File: src/hdl/gmfb_pkg.sv
// gmfb_pkg: shared constants, types and mode tables of the graphics mode frame store
`timescale 1ns / 1ps
`default_nettype none
package gmfb_pkg;

    localparam int ROW_STRIDE = 320;
    localparam int ROW_COUNT  = 200;
    localparam int STORE_SIZE = ROW_STRIDE * ROW_COUNT;
    localparam int ADDR_W     = $clog2(STORE_SIZE);

    typedef logic [ADDR_W-1:0] addr_t;

    // command kinds carried in s_tuser
    localparam logic [2:0] KIND_GRAPHICS = 3'd0;
    localparam logic [2:0] KIND_LOCATE   = 3'd1;
    localparam logic [2:0] KIND_PLOT     = 3'd2;

    // mode byte fields
    localparam int MODE_W       = 4;
    localparam int NO_CLEAR_BIT = 5;

    // operations of the shared adder
    typedef enum logic [1:0] {
        ADD_ROW,    // row * 320 as (row << 8) + (row << 6)
        ADD_COL,    // acc + column
        ADD_INC     // acc + 1 for the clearing sweep
    } add_op_t;

    typedef struct packed {
        add_op_t     op;
        addr_t       acc;
        logic [7:0]  row;
        logic [15:0] col;
    } add_req_t;

    typedef struct packed {
        logic       we;
        addr_t      addr;
        logic [7:0] wdata;
    } store_req_t;

    typedef enum logic [2:0] {
        ST_CLEAR,
        ST_IDLE,
        ST_ROW,
        ST_COL,
        ST_ACCESS,
        ST_READ,
        ST_RESP
    } state_t;

    function automatic logic [8:0] mode_width(input logic [MODE_W-1:0] m);
        logic [8:0] w;
        unique case (m)
            4'd0, 4'd3, 4'd12, 4'd13:        w = 9'd40;
            4'd1, 4'd2:                      w = 9'd20;
            4'd4, 4'd5, 4'd9, 4'd10, 4'd11:  w = 9'd80;
            4'd6, 4'd7, 4'd14, 4'd15:        w = 9'd160;
            4'd8:                            w = 9'd320;
            default:                         w = 9'd40;
        endcase
        return w;
    endfunction

    function automatic logic [7:0] mode_height(input logic [MODE_W-1:0] m);
        logic [7:0] h;
        unique case (m)
            4'd0, 4'd1, 4'd3, 4'd12:                         h = 8'd24;
            4'd2, 4'd13:                                     h = 8'd12;
            4'd4, 4'd5:                                      h = 8'd48;
            4'd6, 4'd7:                                      h = 8'd96;
            4'd8, 4'd9, 4'd10, 4'd11, 4'd14, 4'd15:          h = 8'd192;
            default:                                         h = 8'd24;
        endcase
        return h;
    endfunction

    // colour count minus one
    function automatic logic [7:0] mode_mask(input logic [MODE_W-1:0] m);
        logic [7:0] k;
        unique case (m)
            4'd0, 4'd1, 4'd2, 4'd12, 4'd13:  k = 8'hFF;
            4'd3, 4'd5, 4'd7, 4'd15:         k = 8'h03;
            4'd4, 4'd6, 4'd8, 4'd14:         k = 8'h01;
            4'd9, 4'd10, 4'd11:              k = 8'h0F;
            default:                         k = 8'hFF;
        endcase
        return k;
    endfunction

endpackage
`default_nettype wire

File: src/hdl/gmfb_adder.sv
// gmfb_adder: shared address adder used by the sequencer for every address step
`timescale 1ns / 1ps
`default_nettype none
module gmfb_adder (
    input  wire gmfb_pkg::add_req_t req,
    output gmfb_pkg::addr_t         sum
);
    import gmfb_pkg::*;

    addr_t opa;
    addr_t opb;

    always_comb
    begin
        case (req.op)
            ADD_ROW:
            begin
                // stride 320 = 256 + 64
                opa = addr_t'({req.row, 8'b0});
                opb = addr_t'({req.row, 6'b0});
            end
            ADD_COL:
            begin
                opa = req.acc;
                opb = req.col[ADDR_W-1:0];
            end
            default:
            begin
                opa = req.acc;
                opb = addr_t'(1);
            end
        endcase
    end

    assign sum = opa + opb;

endmodule
`default_nettype wire

File: config.mk
export PLATFORM = sky130hd
export DESIGN_NAME = gmfb_adder
export DESIGN_NICKNAME = d
export VERILOG_FILES = /design/src/hdl/gmfb_pkg.sv /design/src/hdl/gmfb_adder.sv
export SDC_FILE = /design/constraint.sdc
export NUM_CORES = 1
export LEC_CHECK = 0
export ABC_AREA = 0
export ABC_CLOCK_PERIOD_IN_PS = 4400
export BUFFER_PORTS_ARGS = -buffer_cell sky130_fd_sc_hd__buf_2
export CAP_MARGIN = 5
export CORE_MARGIN = 2
export CORE_UTILIZATION = 27
export DETAILED_ROUTE_END_ITERATION = 12
export GPL_TIMING_DRIVEN = 0
export PLACE_DENSITY_LB_ADDON = 0.2
export SYNTH_ARGS = -nofsm -noshare
export SYNTH_HDL_FRONTEND = slang
export SYNTH_SLANG_ARGS = --single-unit
File: constraint.sdc
create_clock -name vclk -period 4.4
set_clock_uncertainty 0.05 [all_clocks]
set_input_delay 0.66 -clock vclk [all_inputs]
set_output_delay 0.66 -clock vclk [all_outputs]
set_load 0.01 [all_outputs]
==> results of run 1 <==
-- area by class of cell --
type | count | area, sq um | area share, %
repair buffers | 57 | 285 | 20.7
multi-input cells | 127 | 996 | 72.3
inverters | 5 | 18.8 | 1.36
well taps | 48 | 60.1 | 4.36
plain buffers | 4 | 17.5 | 1.27
-- worst min-delay path, cell delays in order --
cell and delay, ns:
buf_2 0.08, a21o_1 0.10, ha_1 0.11, buf_2 0.12
-- kinds of logic (layout without fill, tap and decap cells) --
| kind of cell | Yosys count | count (layout) | share of synthesized area (%) |
|---|---|---|---|
| AND/OR/NAND/NOR | 46 | 46 | 22.8 |
| XOR/XNOR | 13 | 13 | 11.0 |
| multiplexers | 15 | 15 | 15.4 |
| adder cells (fa/ha/maj) | 16 | 16 | 20.1 |
| buffers and inverters | 9 | 66 | 3.52 |
| AO/OA/AOI/OAI | 37 | 37 | 27.2 |
-- synth_stat cells (3+ instances only) --
master   count
nor2_1      17
xor2_1       4
a21oi_1     12
and2_1       5
ha_1        15
mux2_2       7
mux2i_1      8
nor2b_1      9
nand2_1     10
o21ai_0      3
xnor2_1      9
a21o_1       6
inv_1        5
-- worst paths after layout --
path	start	end	slack, ns
worst max-delay path	req[40]	sum[12]	0.30
worst min-delay path	req[0]	sum[0]	1.67
-- report_power, final --
group          internal (uW)  switching (uW)  total (uW)
Combinational           91.9             105         197
Clock                      0               0           0
Sequential                 0               0           0
Total                   91.9             105         197
-- metal layers --
metal | vias up | track usage [%] | wire (um)
met5 | - | 0 | 0
met4 | 0 | 0 | 0
met3 | 0 | 0.511 | 193
met2 | 43 | 22.2 | 1250
met1 | 506 | 18.6 | 1400
li1 | 607 | - | -
-- stage by stage --
step                      util [%]  instance area [sq um]  std cells  power, uW
after floorplan                  -                   1030        136        132
after global placement        37.6                   1380        241        198
after detailed placement      37.6                   1380        241        197
after CTS                     37.6                   1380        241        199
after global routing          37.6                   1380        241        218
final                         37.6                   1380        241        197
==> results.txt, run 1 <==
- Run status: complete, no violations
- For this run, the number of Yosys warnings is 0.
- Sequential share of the synthesized area: 0%
- Worst Tran Pin Value: 0.463 ns
- Initial core utilization: 28.2%
- Detailed routing inserted a total of 1156 vias.
- Delay contributed by the slowest stage of the critical path: 0.40 ns
- The slowest stage of the critical path belongs to the cell fa_1.
- The worst setup path is captured at an output port.
- Buffer and inverter count on the worst path: 4
- The worst path meets setup with 0.301 ns of slack.
- Fill cells in the final layout number 409.
- Syn Std Cell Area: 1030 sq um
* Final worst path period need: 4.10 ns
- Maximum number of pins on one net before global-route repair: 11
- Nature of the critical path startpoint: input pin
- Setup repair after global routing left no endpoint under its margin.
- At the end of the flow, the number of nets in the layout was 253.
- The hold violation count in the final report came to 0.
* Total global routing track utilization: 12.8%
- Gpl congestion: 0.781
* DRC viols: 0
- When the netlist entered floorplanning its net count stood at 194.
- The tightest hold path in the finished design has a slack of 1.67 ns.
- Wire length reported by the detailed router: 2840 um
- Crit-path most repeated cell: buf_2
- Unique cell type count in the Yosys netlist: 34
- Total of max-cap violations: 0
- The max-slew violation count came to 0.
* Top Family by Delay on Critical Path: compound AO/OA/AOI/OAI gates
- By startpoint and endpoint, the worst setup path is classified as in -> out.
- Post-CTS resize count: 0
- Worst supply voltage drop on vdd: 0.0000621 V
- Overall die width: 65.8 um
* DP HPWL: 2410 um
- After the first detailed-routing iteration, the DRC count stood at 31.
- Worst setup slack before clock tree synthesis: 0.275 ns
* Worst path cell trace: clkbuf_1, nor2_1, buf_2, nor2b_1, ha_1, inv_1, fa_1, and2b_1, o2111ai_2, a21boi_2, a41oi_4, o21bai_2, xor2_1, buf_2
* Commonest cells after routing, fill and taps aside: buf_2 (59), nor2_1 (17), ha_1 (15), a21oi_1 (12), nand2_1 (10)
- For the worst setup path, the data arrival time is 3.39 ns.
* Total negative slack for setup checks: 0 ns
* Most common cell after layout, fill and taps aside: buf_2
* Yosys top cell area share: 18.2%
- The synthesized design spends more area on one cell type than any other, namely ha_1.
- In the final routed layout, each cell accounts on average for 11.8 um.
* First-pass detailed-route iteration total: 4
* Wire length of the first global-routing pass: 4600 um
- The number of antenna violations at the first check in global routing is 0.
* Maximum net fanout on the critical path: 10
- Number of instances in the synthesized netlist: 136
- In this run the worst hold path is classified as in -> out.
* Required time at the worst-slack endpoint: 3.69 ns
- Stages on the worst setup path: 14
- Die extent in y: 65.8 um
- The floorplan step defined a core boundary enclosing 3660 sq um.
- Sequential cell count: 0
* Hold_buf cts: 0
- Average cell area after synthesis: 7.59 sq um
* Number of buffer cells added on primary ports: 57
- Via count of the first global-routing pass: 1055
- Remaining max-slew budget at the tightest pin: 69.0%
- The initialized floorplan defines 22 standard-cell rows.
* Max Freq: 0.244 GHz
- For this design the ratio of total power to cell area is 143 nW/um^2.
- Clock buffer count: 0
- Top cells by area in the synthesized netlist: ha_1 (18%), mux2i_1 (7.8%), mux2_2 (7.6%), xnor2_1 (7.6%), nor2_1 (6.2%)
- The count of nets left with antenna violations once routing finished came out at 0.
- Post-CTS Setup Inserts: 0
- Hold Crit Depth: 4
* Share of the clock period used by the worst path: 93.2%
- For this run the aggregate overflow at the end of global routing stands at 0.
- From synthesis to final layout, the design area changed by 33.5%.
* Number of failing setup endpoints in the final timing report: 0
* Area of the die: 4330 sq um
- For this design the static power due to leakage is 0.000732 uW.
- Ratio of routed vias to standard cells: 4.80
* I/O pin cnt: 58
* Register area: 0 sq um
* Number of antenna diodes: 0
- Fraction of layout instances using a drive strength above 1: 38.3%
(Power assumes the default switching activity.)
==> run 2: changes to the inputs <==
--- a/config.mk
+++ b/config.mk
@@ -14,6 +14,7 @@
 export DETAILED_ROUTE_END_ITERATION = 12
 export GPL_TIMING_DRIVEN = 0
 export PLACE_DENSITY_LB_ADDON = 0.2
+export SETUP_SLACK_MARGIN = 0.5
 export SYNTH_ARGS = -nofsm -noshare
 export SYNTH_HDL_FRONTEND = slang
 export SYNTH_SLANG_ARGS = --single-unit
==> results.txt, run 2 (synthesis gave the netlist of run 1 again) <==
- Run status: complete, no violations
- Worst supply voltage drop on vdd: 0.0000630 V
- The die is 65.8 um tall.
- For this design, the CTS-stage hold fixing added 0 buffers.
* Type of the worst min-delay path: in -> out
- The first global-routing pass estimated 4670 um of wire.
- The worst setup path is launched from an input pin.
- The library cells used most frequently in the layout, excluding fill and tap cells, are buf_2 (56), nor2_1 (16), ha_1 (14), a21oi_1 (11), nand2_1 (10).
- Summing all flip-flop and latch instances after layout gives 0 sq um.
- Number of DRC markers in iteration 0: 27
* Overall die width: 65.8 um
- Via count of the first global-routing pass: 1069
- Fill cell count: 401
- Wirelength per Cell: 11.7 um
- Placement row count: 22
* Remaining max-slew budget at the tightest pin: 77.1%
* Floorplan core area: 3660 sq um
- Port buffering added 57 buffers.
- The finished cells cover 1450 sq um.
- Maximum net fanout on the critical path: 10
- Final total power: 204 uW
- Number of nets in the layout: 257
- The routed design has 2880 um of wire.
* Max Freq: 0.269 GHz
- The area growth from synthesis to layout is 40.4%.
* Type of the worst setup path: in -> out
* Total count of max-transition violations in the final report: 0
- After detailed routing, the met2 layer carries 1300 um of wire.
* Post-Place Cells: 241
- After routing, the total negative slack on setup checks comes to 0 ns.
* I/O pin cnt: 58
* Worst Tran Pin Value: 0.340 ns
* Number of failing setup endpoints in the final timing report: 0
- First-pass detailed-route iteration total: 4
* Post-DP Area: 1380 sq um
- Number of antenna diodes: 0
* Most common cell after layout, fill and taps aside: buf_2
- The routed layout has 1158 vias.
* Crit path to: sum[14]
- The number of antenna violations at the first check in global routing is 0.
- CP Capture Type: output port
* Area of the die: 4330 sq um
* Met3 WL: 176 um
* Detail Route Antenna Nets: 0
* Worst Setup SP: req[40]
- For this run, the total global-route usage over all layers was measured as 13.0%.
- Clock buffers in the final layout number 0.
* Util after Layout: 39.6%
* Final worst path period need: 3.72 ns
- For this design the static power due to leakage is 0.000765 uW.
- For this run, design rule violations remaining after detail routing come to 0.
- In this run the top signal layer used is met3.
- Global routing finished with a remaining overflow of 0.
- Ratio of routed vias to standard cells: 4.73
- Share of the clock period used by the worst path: 84.6%
* Non-filler cells in the finished layout: 245
* Total of max-cap violations: 0
- Unrepaired setup endpoints after global routing: no
* DP HPWL: 2410 um
- Fraction of layout instances using a drive strength above 1: 43.1%
* Metal1 wirelength: 1400 um
* Sequential cell count: 0
- The hold violation count in the final report was 0.
- Initial core utilization: 28.2%
* Arrival @ worst endpoint: 3.01 ns
- Entering global routing, the biggest net connects 11 pins.
- Power spread over the standard cell area amounts to 141 nW/um^2.
* Gpl congestion: 0.781
- Required time at the worst-slack endpoint: 3.69 ns
[run 2: cell count changes in the layout (fill, tap and decap cells not counted), sizes merged]
cell / before / now
buf: 59 / 62
clkbuf: 2 / 3
[run 2: per-layer routing]
layer / vias to the layer above / GRT usage (%)
li1: 614 / -
met1: 508 / 18.8
met2: 36 / 22.7
met3: 0 / 0.511
met4: 0 / 0
met5: - / 0
[run 2: through the flow]
step	setup slack (ns)	hold WS, ns
2_1_floorplan	0.682	1.48
6_report	0.678	1.69
4_1_cts	0.508	1.69
5_1_grt	0.507	1.73
3_3_place_gp	0.298	1.68
3_5_place_dp	0.275	1.68
[run 2: cell type report]
| cell class | count | area (sq um) | share of cell area (%) |
|---|---|---|---|
| tap | 48 | 60.1 | 4.15 |
| inverter | 5 | 18.8 | 1.30 |
| timing repair buffer | 61 | 318 | 21.9 |
| buffer | 4 | 37.5 | 2.59 |
| multi-input combinational | 127 | 1010 | 70.0 |
[run 2: what timing repair did]
action,CTS,global route
endpoints found under the hold margin,0,0
pin swaps,2,5
buffers inserted,2,2
gates cloned,0,0
endpoints found under the setup margin,6,5
resized for setup,6,11
[run 2: worst min path at each step]
stage               slack (ns)  endpoint  startpoint  depth (start not counted)
floorplan                 1.48   sum[15]     req[39]                          2
global placement          1.68    sum[0]      req[0]                          4
detailed placement        1.68    sum[0]      req[0]                          4
CTS                       1.69   sum[15]     req[39]                          4
global route              1.73   sum[15]     req[39]                          4
finish                    1.69   sum[15]     req[39]                          4
[run 2: critical path, cell delays in order]
cell and delay (ns):
clkbuf_4 0.15, nor2_4 0.06, buf_6 0.14, nor2b_2 0.10, ha_2 0.17, inv_1 0.05, fa_1 0.39, and2b_1 0.25
o2111ai_2 0.14, a21boi_2 0.25, a41oi_4 0.17, o21ai_2 0.17, xor2_1 0.15, buf_2 0.14
[run 2: power breakdown]
group | total (uW) | switching [uW] | leakage [uW] | internal, uW
Combinational | 204 | 106 | 0.000765 | 97.6
Sequential | 0 | 0 | 0 | 0
Clock | 0 | 0 | 0 | 0
